[src/hdl/u8w_pkg.sv]
// Shared types, constants and the cell width lookup for the UTF-8 width counter.
// Used by u8w_front, u8w_queue, u8w_back and utf8_display_width_counter.
package u8w_pkg;

    // Accumulator size; the count limit never exceeds the 16-bit result field.
    localparam int SUM_BITS  = 16;
    localparam int CNT_W     = (SUM_BITS < 16) ? SUM_BITS : 16;
    localparam int CP_W      = 21;
    localparam int EXTRA_W   = 3;
    localparam int Q_DEPTH   = 2;
    localparam int Q_PTR_W   = (Q_DEPTH > 1) ? $clog2(Q_DEPTH) : 1;
    localparam int Q_CNT_W   = $clog2(Q_DEPTH + 1);

    // Sequence lengths
    localparam logic [2:0] SEQ_NONE = 3'd0;
    localparam logic [2:0] SEQ_LEN2 = 3'd2;
    localparam logic [2:0] SEQ_LEN3 = 3'd3;
    localparam logic [2:0] SEQ_LEN4 = 3'd4;

    // One classified word handed from front to back
    typedef struct packed {
        logic [CP_W-1:0]    cp;      // code point to look up
        logic               use_cp;  // cp carries a width to add
        logic [EXTRA_W-1:0] extra;   // cells for broken or invalid bytes
        logic               last;    // end of string: emit and clear
    } t_u8w_rec;

    function automatic logic in_rng(logic [CP_W-1:0] c, logic [CP_W-1:0] lo,
                                    logic [CP_W-1:0] hi);
        return (c >= lo) && (c <= hi);
    endfunction

    // Terminal cell width of a valid code point
    function automatic logic [1:0] glyph_width(logic [CP_W-1:0] c);
        logic zero_w;
        logic wide;
        zero_w = (c < 21'h20) || in_rng(c, 21'h7F, 21'h9F)
              || in_rng(c, 21'h0300, 21'h036F) || in_rng(c, 21'h1AB0, 21'h1AFF)
              || in_rng(c, 21'h1DC0, 21'h1DFF) || in_rng(c, 21'h20D0, 21'h20FF)
              || in_rng(c, 21'hFE20, 21'hFE2F);
        wide = in_rng(c, 21'h1100, 21'h115F) || (c == 21'h2329) || (c == 21'h232A)
            || (in_rng(c, 21'h2E80, 21'hA4CF) && (c != 21'h303F))
            || in_rng(c, 21'hAC00, 21'hD7A3) || in_rng(c, 21'hF900, 21'hFAFF)
            || in_rng(c, 21'hFE10, 21'hFE19) || in_rng(c, 21'hFE30, 21'hFE6F)
            || in_rng(c, 21'hFF00, 21'hFF60) || in_rng(c, 21'hFFE0, 21'hFFE6)
            || in_rng(c, 21'h1F300, 21'h1F64F) || in_rng(c, 21'h1F900, 21'h1F9FF);
        if (zero_w) begin
            return 2'd0;
        end else if (wide) begin
            return 2'd2;
        end
        return 2'd1;
    endfunction

endpackage

[src/hdl/u8w_front.sv]
// Front end: takes bytes, tracks the pending UTF-8 sequence and classifies each
// byte into a record for the back end. Depends on u8w_pkg.
module u8w_front import u8w_pkg::*; (
    input  logic       i_clk,
    input  logic       i_rst_n,
    input  logic       i_valid,
    input  logic [7:0] i_byte,
    input  logic       i_last,
    output logic       o_ready,
    input  logic       i_full,
    output logic       o_push,
    output t_u8w_rec   o_rec
);

    logic [2:0]      r_len,  n_len;
    logic [1:0]      r_seen, n_seen;
    logic [CP_W-1:0] r_part, n_part;

    logic            pending;
    logic            cont;
    logic [2:0]      seen_inc;
    logic [CP_W-1:0] cp_next;
    logic            bad;
    t_u8w_rec        rec;

    assign o_ready = !i_full;
    assign o_push  = i_valid && !i_full;
    assign o_rec   = rec;

    always_comb begin
        pending  = (r_len != SEQ_NONE);
        cont     = (i_byte[7:6] == 2'b10);
        seen_inc = {1'b0, r_seen} + 3'd1;
        cp_next  = {r_part[CP_W-7:0], i_byte[5:0]};
        bad = ((r_len == SEQ_LEN2) && (cp_next < 21'h80))
           || ((r_len == SEQ_LEN3) && (cp_next < 21'h800))
           || ((r_len == SEQ_LEN4) && (cp_next < 21'h10000))
           || in_rng(cp_next, 21'hD800, 21'hDFFF)
           || (cp_next > 21'h10FFFF);

        n_len  = r_len;
        n_seen = r_seen;
        n_part = r_part;
        rec    = '0;
        rec.last = i_last;

        if (pending && cont) begin
            if (seen_inc == r_len) begin
                // sequence complete
                if (bad) begin
                    rec.extra = r_len;
                end else begin
                    rec.use_cp = 1'b1;
                    rec.cp     = cp_next;
                end
                n_len  = SEQ_NONE;
                n_seen = 2'd0;
                n_part = '0;
            end else begin
                n_seen = seen_inc[1:0];
                n_part = cp_next;
                if (i_last) begin
                    rec.extra = seen_inc;
                end
            end
        end else begin
            // no sequence open, or a broken one: pending bytes count one each, byte is a new lead
            rec.extra = pending ? {1'b0, r_seen} : '0;
            n_len  = SEQ_NONE;
            n_seen = 2'd0;
            n_part = '0;
            unique case (i_byte) inside
                8'b0???????: begin
                    rec.use_cp = 1'b1;
                    rec.cp     = {{(CP_W-8){1'b0}}, i_byte};
                end
                8'b110?????: begin
                    n_len  = SEQ_LEN2;
                    n_seen = 2'd1;
                    n_part = {{(CP_W-5){1'b0}}, i_byte[4:0]};
                end
                8'b1110????: begin
                    n_len  = SEQ_LEN3;
                    n_seen = 2'd1;
                    n_part = {{(CP_W-4){1'b0}}, i_byte[3:0]};
                end
                8'b11110???: begin
                    n_len  = SEQ_LEN4;
                    n_seen = 2'd1;
                    n_part = {{(CP_W-3){1'b0}}, i_byte[2:0]};
                end
                default: begin
                    rec.extra = rec.extra + 3'd1;
                end
            endcase
            // a lead left open at the end counts one
            if (i_last && (n_len != SEQ_NONE)) begin
                rec.extra = rec.extra + 3'd1;
            end
        end

        if (i_last) begin
            n_len  = SEQ_NONE;
            n_seen = 2'd0;
            n_part = '0;
        end
    end

    always_ff @(posedge i_clk) begin
        if (!i_rst_n) begin
            r_len  <= SEQ_NONE;
            r_seen <= 2'd0;
            r_part <= '0;
        end else if (o_push) begin
            r_len  <= n_len;
            r_seen <= n_seen;
            r_part <= n_part;
        end
    end

endmodule

[src/hdl/u8w_queue.sv]
// Short FIFO of classified records between front and back end.
// Depends on u8w_pkg.
module u8w_queue import u8w_pkg::*; (
    input  logic     i_clk,
    input  logic     i_rst_n,
    input  logic     i_push,
    input  t_u8w_rec i_rec,
    output logic     o_full,
    output logic     o_valid,
    output t_u8w_rec o_rec,
    input  logic     i_pop
);

    t_u8w_rec            r_mem [Q_DEPTH];
    logic [Q_PTR_W-1:0]  r_wr_ptr, n_wr_ptr;
    logic [Q_PTR_W-1:0]  r_rd_ptr, n_rd_ptr;
    logic [Q_CNT_W-1:0]  r_cnt,    n_cnt;

    assign o_full  = (r_cnt == Q_CNT_W'(Q_DEPTH));
    assign o_valid = (r_cnt != '0);
    assign o_rec   = r_mem[r_rd_ptr];

    always_comb begin
        n_wr_ptr = r_wr_ptr;
        n_rd_ptr = r_rd_ptr;
        n_cnt    = r_cnt;
        if (i_push) begin
            n_wr_ptr = (r_wr_ptr == Q_PTR_W'(Q_DEPTH - 1)) ? '0 : r_wr_ptr + 1'b1;
        end
        if (i_pop) begin
            n_rd_ptr = (r_rd_ptr == Q_PTR_W'(Q_DEPTH - 1)) ? '0 : r_rd_ptr + 1'b1;
        end
        if (i_push && !i_pop) begin
            n_cnt = r_cnt + 1'b1;
        end else if (!i_push && i_pop) begin
            n_cnt = r_cnt - 1'b1;
        end
    end

    always_ff @(posedge i_clk) begin
        if (!i_rst_n) begin
            r_wr_ptr <= '0;
            r_rd_ptr <= '0;
            r_cnt    <= '0;
        end else begin
            r_wr_ptr <= n_wr_ptr;
            r_rd_ptr <= n_rd_ptr;
            r_cnt    <= n_cnt;
        end
    end

    always_ff @(posedge i_clk) begin
        if (i_push) begin
            r_mem[r_wr_ptr] <= i_rec;
        end
    end

endmodule

[src/hdl/u8w_back.sv]
// Back end: looks up cell widths, keeps the saturating sum and holds the
// result word in an output register. Depends on u8w_pkg.
module u8w_back import u8w_pkg::*; (
    input  logic        i_clk,
    input  logic        i_rst_n,
    input  logic        i_valid,
    input  t_u8w_rec    i_rec,
    output logic        o_pop,
    output logic        o_out_valid,
    output logic [15:0] o_count,
    output logic        o_sat,
    input  logic        i_out_ready
);

    logic [CNT_W-1:0] r_total;
    logic             r_ovf;
    logic             r_out_valid;
    logic [CNT_W-1:0] r_out_count;
    logic             r_out_sat;

    logic [1:0]       w;
    logic [CNT_W:0]   sum;
    logic [CNT_W-1:0] n_total;
    logic             n_ovf;

    assign o_out_valid = r_out_valid;
    assign o_count     = 16'(r_out_count);
    assign o_sat       = r_out_sat;

    // A non-final word never waits; the final one needs the output slot.
    assign o_pop = i_valid && (!i_rec.last || !r_out_valid || i_out_ready);

    always_comb begin
        w   = i_rec.use_cp ? glyph_width(i_rec.cp) : 2'd0;
        sum = {1'b0, r_total} + (CNT_W+1)'(w) + (CNT_W+1)'(i_rec.extra);
        // limit is all ones, so the carry bit marks overflow
        if (sum[CNT_W]) begin
            n_total = '1;
            n_ovf   = 1'b1;
        end else begin
            n_total = sum[CNT_W-1:0];
            n_ovf   = r_ovf;
        end
    end

    always_ff @(posedge i_clk) begin
        if (!i_rst_n) begin
            r_total     <= '0;
            r_ovf       <= 1'b0;
            r_out_valid <= 1'b0;
        end else begin
            if (o_pop) begin
                if (i_rec.last) begin
                    r_total <= '0;
                    r_ovf   <= 1'b0;
                end else begin
                    r_total <= n_total;
                    r_ovf   <= n_ovf;
                end
            end
            if (o_pop && i_rec.last) begin
                r_out_valid <= 1'b1;
            end else if (i_out_ready) begin
                r_out_valid <= 1'b0;
            end
        end
    end

    always_ff @(posedge i_clk) begin
        if (o_pop && i_rec.last) begin
            r_out_count <= n_total;
            r_out_sat   <= n_ovf;
        end
    end

endmodule

[src/hdl/utf8_display_width_counter.sv]
// UTF-8 display width counter, top level.
// Depends on u8w_pkg, u8w_front, u8w_queue and u8w_back.
//
// Takes a UTF-8 string one byte per word on the slave stream (tlast marks the
// final byte) and returns one word per string on the master stream: the total
// terminal cell width, saturated at 0xFFFF (or 2^SUM_BITS-1 if smaller), and
// a flag set if the sum went above that limit. Control codes and combining
// marks count 0, East Asian wide and emoji ranges 2, other valid code points 1.
// Every byte of an invalid, overlong, surrogate, out-of-range or broken
// sequence counts 1; a byte that breaks a sequence is decoded again as a lead.
// Bytes still pending at tlast count 1 each. Throughput is one byte per
// cycle while the queue is not full: the front decoder registers sequence
// state once per byte, and the back adder folds one width per cycle unless
// a final word waits. The last byte enters the queue when accepted and the
// result register loads when the adder pops it. A two-deep queue between
// decoder and adder lets each side stall on its own, so bytes keep flowing
// while a finished result waits to be taken; only once the next string's
// final byte reaches the adder does the queue fill and stall input.
module utf8_display_width_counter import u8w_pkg::*; (
    input  logic        i_clk,
    input  logic        i_rst_n,
    // slave stream: one string byte per word
    input  logic        i_s_tvalid,
    output logic        o_s_tready,
    input  logic [7:0]  i_s_tdata,   // [7:0] text_byte
    input  logic        i_s_tlast,   // string_end
    // master stream: one result per string
    output logic        o_m_tvalid,
    input  logic        i_m_tready,
    output logic [23:0] o_m_tdata    // [15:0] cell_count, [16] count_saturated
);

    t_u8w_rec    front_rec;
    t_u8w_rec    queue_rec;
    logic        push;
    logic        full;
    logic        q_valid;
    logic        pop;
    logic [15:0] count;
    logic        sat;

    u8w_front u_front (
        .i_clk   (i_clk),
        .i_rst_n (i_rst_n),
        .i_valid (i_s_tvalid),
        .i_byte  (i_s_tdata),
        .i_last  (i_s_tlast),
        .o_ready (o_s_tready),
        .i_full  (full),
        .o_push  (push),
        .o_rec   (front_rec)
    );

    u8w_queue u_queue (
        .i_clk   (i_clk),
        .i_rst_n (i_rst_n),
        .i_push  (push),
        .i_rec   (front_rec),
        .o_full  (full),
        .o_valid (q_valid),
        .o_rec   (queue_rec),
        .i_pop   (pop)
    );

    u8w_back u_back (
        .i_clk       (i_clk),
        .i_rst_n     (i_rst_n),
        .i_valid     (q_valid),
        .i_rec       (queue_rec),
        .o_pop       (pop),
        .o_out_valid (o_m_tvalid),
        .o_count     (count),
        .o_sat       (sat),
        .i_out_ready (i_m_tready)
    );

    assign o_m_tdata = {7'd0, sat, count};

endmodule

[config.mk]
export PLATFORM = sky130hd
export DESIGN_NAME = utf8_display_width_counter
export DESIGN_NICKNAME = d
export VERILOG_FILES = /design/src/hdl/u8w_pkg.sv /design/src/hdl/u8w_front.sv /design/src/hdl/u8w_queue.sv /design/src/hdl/u8w_back.sv /design/src/hdl/utf8_display_width_counter.sv
export SDC_FILE = /design/constraint.sdc
export NUM_CORES = 1
export LEC_CHECK = 0
export BUFFER_PORTS_ARGS = -buffer_cell sky130_fd_sc_hd__buf_2
export CAP_MARGIN = 20
export CORE_MARGIN = 5
export CORE_UTILIZATION = 25
export DETAILED_ROUTE_END_ITERATION = 16
export MAX_ROUTING_LAYER = met4
export PLACE_DENSITY_LB_ADDON = 0.2
export SETUP_SLACK_MARGIN = 0.2
export SLEW_MARGIN = 10
export SYNTH_ARGS = -nofsm -noshare
export SYNTH_HDL_FRONTEND = slang
export SYNTH_SLANG_ARGS = --single-unit
[constraint.sdc]
create_clock -name i_clk -period 5.3 [get_ports i_clk]
set_input_delay 0.795 -clock i_clk [delete_from_list [all_inputs] [get_ports i_clk]]
set_output_delay 0.795 -clock i_clk [all_outputs]
set_load 0.1 [all_outputs]
After elaboration in Yosys (flattened, before gate mapping):

Memory sizes are Yosys's and may differ from the RTL's. A register that Yosys moved wholly into a read port is not among the register bits.
Index checks and enable logic that the tools add are counted.

* bits in registers: 59
* bits in read-only memories: 0
* bits of input ports: 13
* memories: 1
* output and inout port bits: 26
* memory bits (writable): 52
* latch bits: 0

* mux-type cells: 44
* equality and inequality tests: 13
* shift-type cells: 0
* $mul: 0
* bitwise gates (word level): 1
* reduce and logical (&&, ||, !) cells: 64
* divide/modulo/power cells: 0
* add/subtract/negate cells: 9
* $lt $le $gt $ge: 39

Memories
* u_queue.r_mem: depth 2, bits a word 26, read ports 1, clocked after Yosys merged registers in 1, write ports 1, RTL line u8w_queue.sv:14 `t_u8w_rec r_mem [Q_DEPTH];`

Operators by type and width (number)
* 21-bit by 16-bit <= comparator with 1-bit output, second input constant: 9
* 21-bit by 16-bit greater-or-equal comparator with 1-bit output, second input constant: 8
* 21-bit by 13-bit greater-or-equal comparator with 1-bit output, second input constant: 3
* 21-bit by 13-bit <= comparator with 1-bit output, second input constant: 3
* 15-bit 2-to-1 mux: 3
* 22-bit 2-to-1 mux: 2
* 21-bit by 14-bit == test with 1-bit output, second input constant: 2
* 21-bit by 14-bit greater-or-equal comparator with 1-bit output, second input constant: 2
* 21-bit by 17-bit greater-or-equal comparator with 1-bit output, second input constant: 2
* 21-bit by 17-bit <= comparator with 1-bit output, second input constant: 2
* 16-bit 2-to-1 mux: 2
* 3-bit 2-to-1 mux: 10
* 1-bit logical AND: 28
* 25-bit 2-to-1 mux: 1
* 1-bit logical OR: 23
* 21-bit by 10-bit greater-or-equal comparator with 1-bit output, second input constant: 1
* 21-bit by 7-bit greater-or-equal comparator with 1-bit output, second input constant: 1
* 21-bit greater-than comparator, second input constant: 1
* 21-bit by 10-bit <= comparator with 1-bit output, second input constant: 1
* 21-bit by 14-bit <= comparator with 1-bit output, second input constant: 1
* 21-bit by 8-bit <= comparator with 1-bit output, second input constant: 1
* 21-bit by 12-bit less-than comparator with 1-bit output, second input constant: 1
* 21-bit by 17-bit less-than comparator with 1-bit output, second input constant: 1
* 21-bit by 6-bit less-than comparator with 1-bit output, second input constant: 1
* 28 further kinds: 61

Depth between registers and ports, before layout:

Gate-level depths: netlist (run 1).

* depth in word-level cells: 21
* gate-level depth with buffers: 25
* gate-level depth less buffers: 18

Modules after synthesis:

Synthesis (run 1) repeated with hierarchy kept, for this count alone.

* cell total of the unflattened synthesis: 597
* area, all modules: 6316.1 um^2

By module, submodules not included
* u8w_back: times used 1, area each 2583.7 um^2, cells each 302
* u8w_queue: times used 1, area each 2103.3 um^2, cells each 103
* u8w_front: times used 1, area each 1565.3 um^2, cells each 183
* utf8_display_width_counter: times used 1, area each 63.8 um^2, cells each 9

Worst setup path after synthesis (run 1):

No wires, ideal clock.

* path kind: reg-to-reg
* start point: register (tool-made name)
* end point: register u_back.r_ovf
* clock period less this slack: 4.481 ns
* path slack: 0.819 ns
* cell stages (with the launch flop): 22
* arrival: 4.363 ns
* cells stage by stage: dfxtp_1 buf_6 buf_6 mux2_2 and2_1 a221o_1 o2111ai_1 o211ai_1 a311o_2 o21bai_2 fa_1 inv_1 ha_1 a21o_1 a21oi_1 or2_1 clkbuf_1 or3_1 buf_2 buf_2 nor2_1 o221a_2

RTL lines
* end signal: assignment: RTL line u8w_back.sv:58 `r_ovf <= n_ovf;`
* end: declaration: RTL line u8w_back.sv:16 `logic r_ovf;`

==> metrics.md, run 1 <==
| Metric | Value |
|---|---|
| Crit-path max FO | 27 |
| Worst Path Arrival | 5.00 ns |
| TritonCTS buffer count | 9 |
| Core Box Area | 25900 um^2 |
| RSZ-0062 raised after global routing | no |
| Period minus WS final | 4.75 ns |
| Worst endpoint required time | 5.54 ns |
| Final hold slack | 0.492 ns |
| GR Util All Layers | 0.121 |
| Final Max Slew Viols | 0 |
| Die span in y | 172 um |
| Setup TNS Final | 0 ns |
| Post-Syn Instances | 647 |
| Number of global-route vias before repair | 4854 |
| ANT cells | 0 |
| Mean Syn Cell Area | 10.1 um^2 |
| GP Congestion | 0.899 |
| Final std cells w/o fill | 1009 |
| DRT Pass-1 Iters | 5 |
| Fraction of layout cells with a size suffix above 1 | 0.141 |
| Maximum vdd drop | 0.167 mV |
| Starting Density | 0.252 |
| Fin worst setup slack | 0.548 ns |
| Global-route wire length before repair | 27400 um |
| Synth async-reset ratio | 0 |
| Htree depth | 3 |
| DR WL/cell | 17.2 um |
| Post-synthesis sequential area ratio | 0.449 |
| Sink Count | 112 |
| PwrDens | 439 nW/um^2 |
| Clk slew on worst S/H paths | 0.08 ns |
| Die width | 172 um |
| Synth area leaders | edfxtp_1 32%, dfxtp_1 13%, nor2b_1 3.9%, a22oi_1 3.8%, nand2_1 3.0% |
| Status | finished clean |
| Worst-margin pin slew | 0.876 ns |
| Post-synth EDFFs | 69 |
| Vias | 5047 |
| Remaining antenna violation count after routing | 0 |
| Skew final | 0.0136 ns |
| Dpl ws | 0.408 ns |
| Clk Latency, worst-skew pair | 0.35 ns |
| Ys Warns | 0 |
| Yosys top cell area share | 0.317 |
| Top FF cell, synth | edfxtp_1 |
| Synth Register Bits | 112 |
| # nets final | 693 |
| Most common cell after layout, fill and taps aside | edfxtp_1 |
| Netlist cell types | 83 |
| CTS max path bufs | 2 |
| Pin count of the biggest net entering global routing | 52 |
| Root Driver | clkbuf_16 |
| Commonest non-fill, non-tap cells in the layout | 69 x edfxtp_1, 53 x nand2_1, 42 x dfxtp_1 |
| IO Count | 39 |
| Post-Place Cells | 992 |
| # DRC | 0 |
| Slew Limit Headroom | 0.415 |
| Period utilization | 0.897 |
| Max Cap Viol | 0 |
| CP Launch Type | flip-flop |
| Total Die Area | 29500 um^2 |
| Initial antenna violation count | 0 |
| # port buffers | 31 |
| Fmax | 0.210 GHz |
| Final core utilization | 0.282 |
| CTS tree | yes |
| Worst reg2reg setup slack | 0.55 ns |
| Vias per cell | 5.00 |
| Synthesized area | 6530 um^2 |
| Row count | 59 |
| HP Class | flip-flop to flip-flop |
| Final Hold Fails | 0 |
| Critical setup path kind | flip-flop to flip-flop |
| Crit end category | flip-flop |
| Final setup viols | 0 |
| Post-Route WL | 17300 um |
| Post-synth top area cell | edfxtp_1 |
| GR Overflow Total | 0 |
| Iter 0 DRT Violations | 330 |
| Cts hold-fix bufs | 0 |
| Layout area overhead | 11.7% |
| Placed wire-length estimate | 12800 um |
| Pleak | 0.00251 uW |
## critical path, stage by stage (launching register included)
cell	delay (ns)
dfxtp_4	0.46
buf_4	0.25
nor2b_1	0.29
a32o_1	0.32
a21oi_1	0.07
a311oi_1	0.33
o22ai_1	0.13
a311o_2	0.40
o21bai_2	0.19
fa_1	0.48
inv_1	0.04
ha_1	0.22
fa_1	0.40
a21oi_1	0.26
nor2_1	0.14
nand2b_1	0.13
nor2_1	0.05
mux2_2	0.27
a22oi_1	0.14
nor2b_1	0.07
## cell type report
cell class,instances,area (um^2)
well taps,335,419
clock buffers,10,229
fillers,2742,18600
multi-input cells,485,3310
flip-flops and latches,112,2940
repair buffers,48,303
inverters,13,48.8
clock inverters,6,50.0
## synth_stat cells (4+ instances only)
master      n
nor3_1     11
buf_2       9
nor2b_1    41
xor2_1      8
mux2i_1    14
o32a_1      4
a22oi_1    33
edfxtp_1   69
nand4_1     9
o21a_1      6
buf_6       6
o211ai_1    6
nor3b_1     7
nand2_1    53
a21oi_1    24
ha_1        8
buf_4      10
o21ai_1     5
and2_1     26
xnor2_1    11
nor4_1      5
and3_1      5
nand3_1    26
nand3b_1    8
a32o_1      4
nand2b_1   13
inv_1      13
or3_1       5
mux2_2     10
o2111ai_1   4
nor2_1     31
dfxtp_1    43
a32oi_1     6
clkbuf_1   17
a21o_1      7
o22ai_1     7
o21ai_0    18
## path summary, 6_finish.rpt
kind / from / to / cells after the start
worst max register to register: flip-flop / u_back.r_total[15] / 19
worst max-delay path: flip-flop / u_back.r_total[15] / 19
worst min-delay path: u_back.r_total[10] / u_back.r_total[10] / 2
worst min register to register: u_back.r_total[10] / u_back.r_total[10] / 2
## power by group
part / internal, uW / switching [uW] / total, uW
Sequential: 1070 / 124 / 1200
Clock: 326 / 320 / 647
Combinational: 418 / 939 / 1360
Total: 1820 / 1380 / 3200
## registers in the layout (all words and copies together), names as in the netlist, named ones only
register and count:
u_back.o_count 16, u_back.o_out_valid 1, u_back.o_sat 1, u_back.r_ovf 1
u_back.r_total 16, u_front.r_len 3, u_front.r_part 15, u_front.r_seen 2
u_queue.r_cnt 2, u_queue.r_mem 52, u_queue.r_rd_ptr 1, u_queue.r_wr_ptr 1
## metal layers
metal	wire length, um	track usage
met5	0	-
met4	297	0.0393
met3	607	0.0161
met2	8000	0.185
met1	8400	0.167
## cell families after synthesis
logic type	count (synthesis)	share of synthesized area
DFF	112	0.449
and+or+nand+nor	259	0.220
AOI/OAI and AO/OA	165	0.194
muxes	24	0.0387
other	1	0.000574
adders and majority gates	11	0.0245
buffers and inverters	56	0.0483
xor gates and xnor gates	19	0.0255
## stage by stage
| stage | total power, uW | instance area (um^2) |
|---|---|---|
| after floorplan | 2270 | 6560 |
| after global placement | 2570 | 6990 |
| after detailed placement | 2550 | 6990 |
| after CTS | 3200 | 7270 |
| after global routing | 3390 | 7300 |
| final | 3200 | 7300 |
## what timing repair did
item / in CTS / in global routing
buffers inserted: 0 / 1
endpoints found under the setup margin: 0 / 12
hold endpoints to repair: 0 / 0
gates resized for setup: 0 / 0
Note: power is estimated with default switching activity, not from simulation.
==> run 2: changes to the inputs <==
--- a/config.mk
+++ b/config.mk
@@ -16,4 +16,5 @@
 export SLEW_MARGIN = 10
 export SYNTH_ARGS = -nofsm -noshare
 export SYNTH_HDL_FRONTEND = slang
+export SYNTH_HIERARCHICAL = 1
 export SYNTH_SLANG_ARGS = --single-unit
==> run 2 against run 1 <==
Against the previous run: register-to-register slack lost 0.06 ns; wire length shrank 5.9%; cell count shrank 6.4%; cell area shrank 3.1%; non-clock buffer count shrank 7; power shrank 1.3%; synthesized cell count shrank 7.7%; core utilization grew 0.085 points; critical endpoint is now u_back/o_count[15]; largest power group unchanged.
==> metrics.md, run 2 <==
| Metric | Value |
|---|---|
| Maximum vdd drop | 0.174 mV |
| PwrDens | 447 nW/um^2 |
| Setup TNS Final | 0 ns |
| Starting Density | 0.252 |
| Dpl cell area | 6700 um^2 |
| Slowest cell on crit path | or4_4 |
| Post-synth top area cell | edfxtp_1 |
| Switching component of the power | 1340 uW |
| Ys Warns | 6 |
| Critical Path, Cell by Cell | buf_12 -> mux2_2 -> or4_4 -> nor4_1 -> a311o_1 -> a21oi_1 -> fa_1 -> ha_1 -> inv_1 -> fa_1 -> nor2b_1 -> or2_2 -> and2_1 -> nor3b_2 -> and2_1 -> a21oi_1 |
| CTS tree | yes |
| Yosys top cell area share | 0.328 |
| Final Hold Fails | 0 |
| Global-route wire length before repair | 26200 um |
| Final hold slack | 0.486 ns |
| TritonCTS buffer count | 9 |
| RSZ-0062 raised after global routing | yes |
| Crit end category | flip-flop |
| Final Max Slew Viols | 0 |
| CP peak stage delay | 0.58 ns |
| IO Count | 39 |
| ANT cells | 0 |
| Top sig layer | met4 |
| Commonest non-fill, non-tap cells in the layout | 69 x edfxtp_1, 52 x nand2_1, 43 x dfxtp_1 |
| Max Cap Viol | 0 |
| Synth Register Bits | 112 |
| Slew Limit Headroom | 0.421 |
| Critical setup path kind | flip-flop to flip-flop |
| Post-Synth Adder-Cell Area | 0.0254 |
| Iter 0 DRT Violations | 375 |
| DR WL/cell | 17.2 um |
| Sink Count | 112 |
| Met3 WL | 638 um |
| Met2 WL | 7460 um |
| Status | finished clean |
| # nets final | 633 |
| Area of the multi-input gates | 3090 um^2 |
| GR Overflow Total | 0 |
| Mean Syn Cell Area | 10.6 um^2 |
| Htree depth | 3 |
| Top cells by count, synth | 69 x edfxtp_1, 52 x nand2_1, 43 x dfxtp_1 |
| Post-Syn Instances | 597 |
| Top FF cell, synth | edfxtp_1 |
| Final non-filler cell area | 7070 um^2 |
| Total Die Area | 28500 um^2 |
| # port buffers | 31 |
| Row count | 58 |
| Fillers | 2620 |
| Largest family of logic cells by synthesized area | simple AND/OR/NAND/NOR gates |
| Mux contribution to synthesized area | 0.0499 |
| Synthesized area | 6320 um^2 |
| Clk Latency, worst-skew pair | 0.36 ns |
| Max reg flops | 52 |
| Pin count of the biggest net entering global routing | 28 |
| CTS max path bufs | 2 |
| Int Pwr | 1830 uW |
| Metal-1 WL | 7800 um |
| Die span in y | 169 um |
| Worst endpoint required time | 5.41 ns |
| Most common cell after layout, fill and taps aside | edfxtp_1 |
| Skew final | 0.0152 ns |
| Post-CTS Setup Inserts | 0 |
| Switching share of power | 0.422 |
| Synth area leaders | edfxtp_1 33%, dfxtp_1 14%, mux2_2 5.0%, nand2_1 3.1%, nand4_1 2.5% |
| Worst-margin pin slew | 0.869 ns |
| Remaining antenna violation count after routing | 0 |
| DRT Pass-1 Iters | 5 |
| Combinational Power Share | 0.424 |
| Register share of total power | 0.350 |
| Post-Synth XOR/XNOR Area | 0.0271 |
| Root Driver | clkbuf_16 |
| Crit-path max FO | 26 |
| CP Launch Type | flip-flop |
| Layout area overhead | 12.0% |
| GP Congestion | 0.852 |
| Clk slew on worst S/H paths | 0.08 ns |
| Fin worst setup slack | 0.486 ns |
| Placed wire-length estimate | 11500 um |
| Die width | 169 um |
| Vias per cell | 5.06 |
| Post-synthesis sequential area ratio | 0.464 |
| Vias | 4777 |
| Period utilization | 0.908 |
| Final setup viols | 0 |
| Dpl ws | 0.334 ns |
| Initial antenna violation count | 0 |
| Most flops, register | u_queue/r_mem |
| # DRC | 0 |
| Synth Area in Compound Gates | 0.148 |
| Total power | 3160 uW |
| Most common cell in the netlist | edfxtp_1 |
| HP Class | flip-flop to flip-flop |
| Fmax | 0.208 GHz |
| GR Util All Layers | 0.118 |
| Number of global-route vias before repair | 4705 |
| Pleak | 0.00243 uW |
| Core Box Area | 25000 um^2 |
| Post-synth EDFFs | 69 |
| Netlist cell types | 86 |
| Register area | 2930 um^2 |
| Fraction of layout cells with a size suffix above 1 | 0.212 |
| Synth async-reset ratio | 0 |
| Clk pwr share | 0.226 |
| Simple-gate share of the synthesized area | 0.227 |
| Period minus WS final | 4.81 ns |
| Worst Path Arrival | 4.92 ns |
| Post-Route WL | 16300 um |
run 2: per-layer routing:
layer | track usage | up-vias
met2 | 0.177 | 134
met5 | - | -
met4 | 0.0462 | 0
met1 | 0.161 | 2341
met3 | 0.0173 | 25
li1 | - | 2277
run 2: through the flow:
stage	utilization	std cells
after global placement	0.268	925
after global routing	0.283	944
after floorplan	-	603
final	0.283	944
after detailed placement	0.268	925
after CTS	0.280	941
run 2: cell type report:
| class | count | share of cell area |
|---|---|---|
| inverters | 22 | 0.0117 |
| repair buffers | 41 | 0.0348 |
| well taps | 330 | 0.0584 |
| multi-input cells | 423 | 0.437 |
| clock inverters | 7 | 0.0122 |
| clock buffers | 9 | 0.0318 |
| flip-flops and latches | 112 | 0.415 |
run 2: cells by family (layout without fill, tap and decap cells):
family,Yosys count,in the layout
buffers and inverters,69,79
AND/OR/NAND/NOR,231,232
multiplexers,28,28
flip-flops,112,112
adder cells (fa/ha/maj),11,11
XOR/XNOR,18,18
AO/OA/AOI/OAI,127,127
other,1,7
run 2: power groups by stage:
stage	Clock [uW]	Combinational, uW	Sequential, uW
2_1_floorplan	0	784	1380
3_3_place_gp	0	1320	1130
3_5_place_dp	0	1320	1130
4_1_cts	744	1330	1110
5_1_grt	781	1450	1120
6_report	716	1340	1110
run 2: repair_timing:
item | 4_1_cts | 5_1_grt
hold buffers | 0 | 0
hold endpoints to repair | 0 | 0
resized for setup | 0 | 6
setup endpoints to repair | 0 | 5
run 2: worst max-delay path: cells and delay by family, from the launching register on:
| family | cells | cell delay (ns) |
|---|---|---|
| adders and majority gates | 3 | 1.04 |
| AOI/OAI and AO/OA | 3 | 0.43 |
| and+or+nand+nor | 7 | 2.13 |
| buffers and inverters | 2 | 0.25 |
| DFF | 1 | 0.36 |
| muxes | 1 | 0.36 |
run 2: worst paths after layout:
check | from | to | slack (ns) | cells after the start
min | u_front/r_part[11] | u_front/r_part[11] | 0.49 | 2
min reg2reg | u_front/r_part[11] | u_front/r_part[11] | 0.49 | 2
max reg2reg | flip-flop | u_back/o_count[15] | 0.49 | 16
max | flip-flop | u_back/o_count[15] | 0.49 | 16
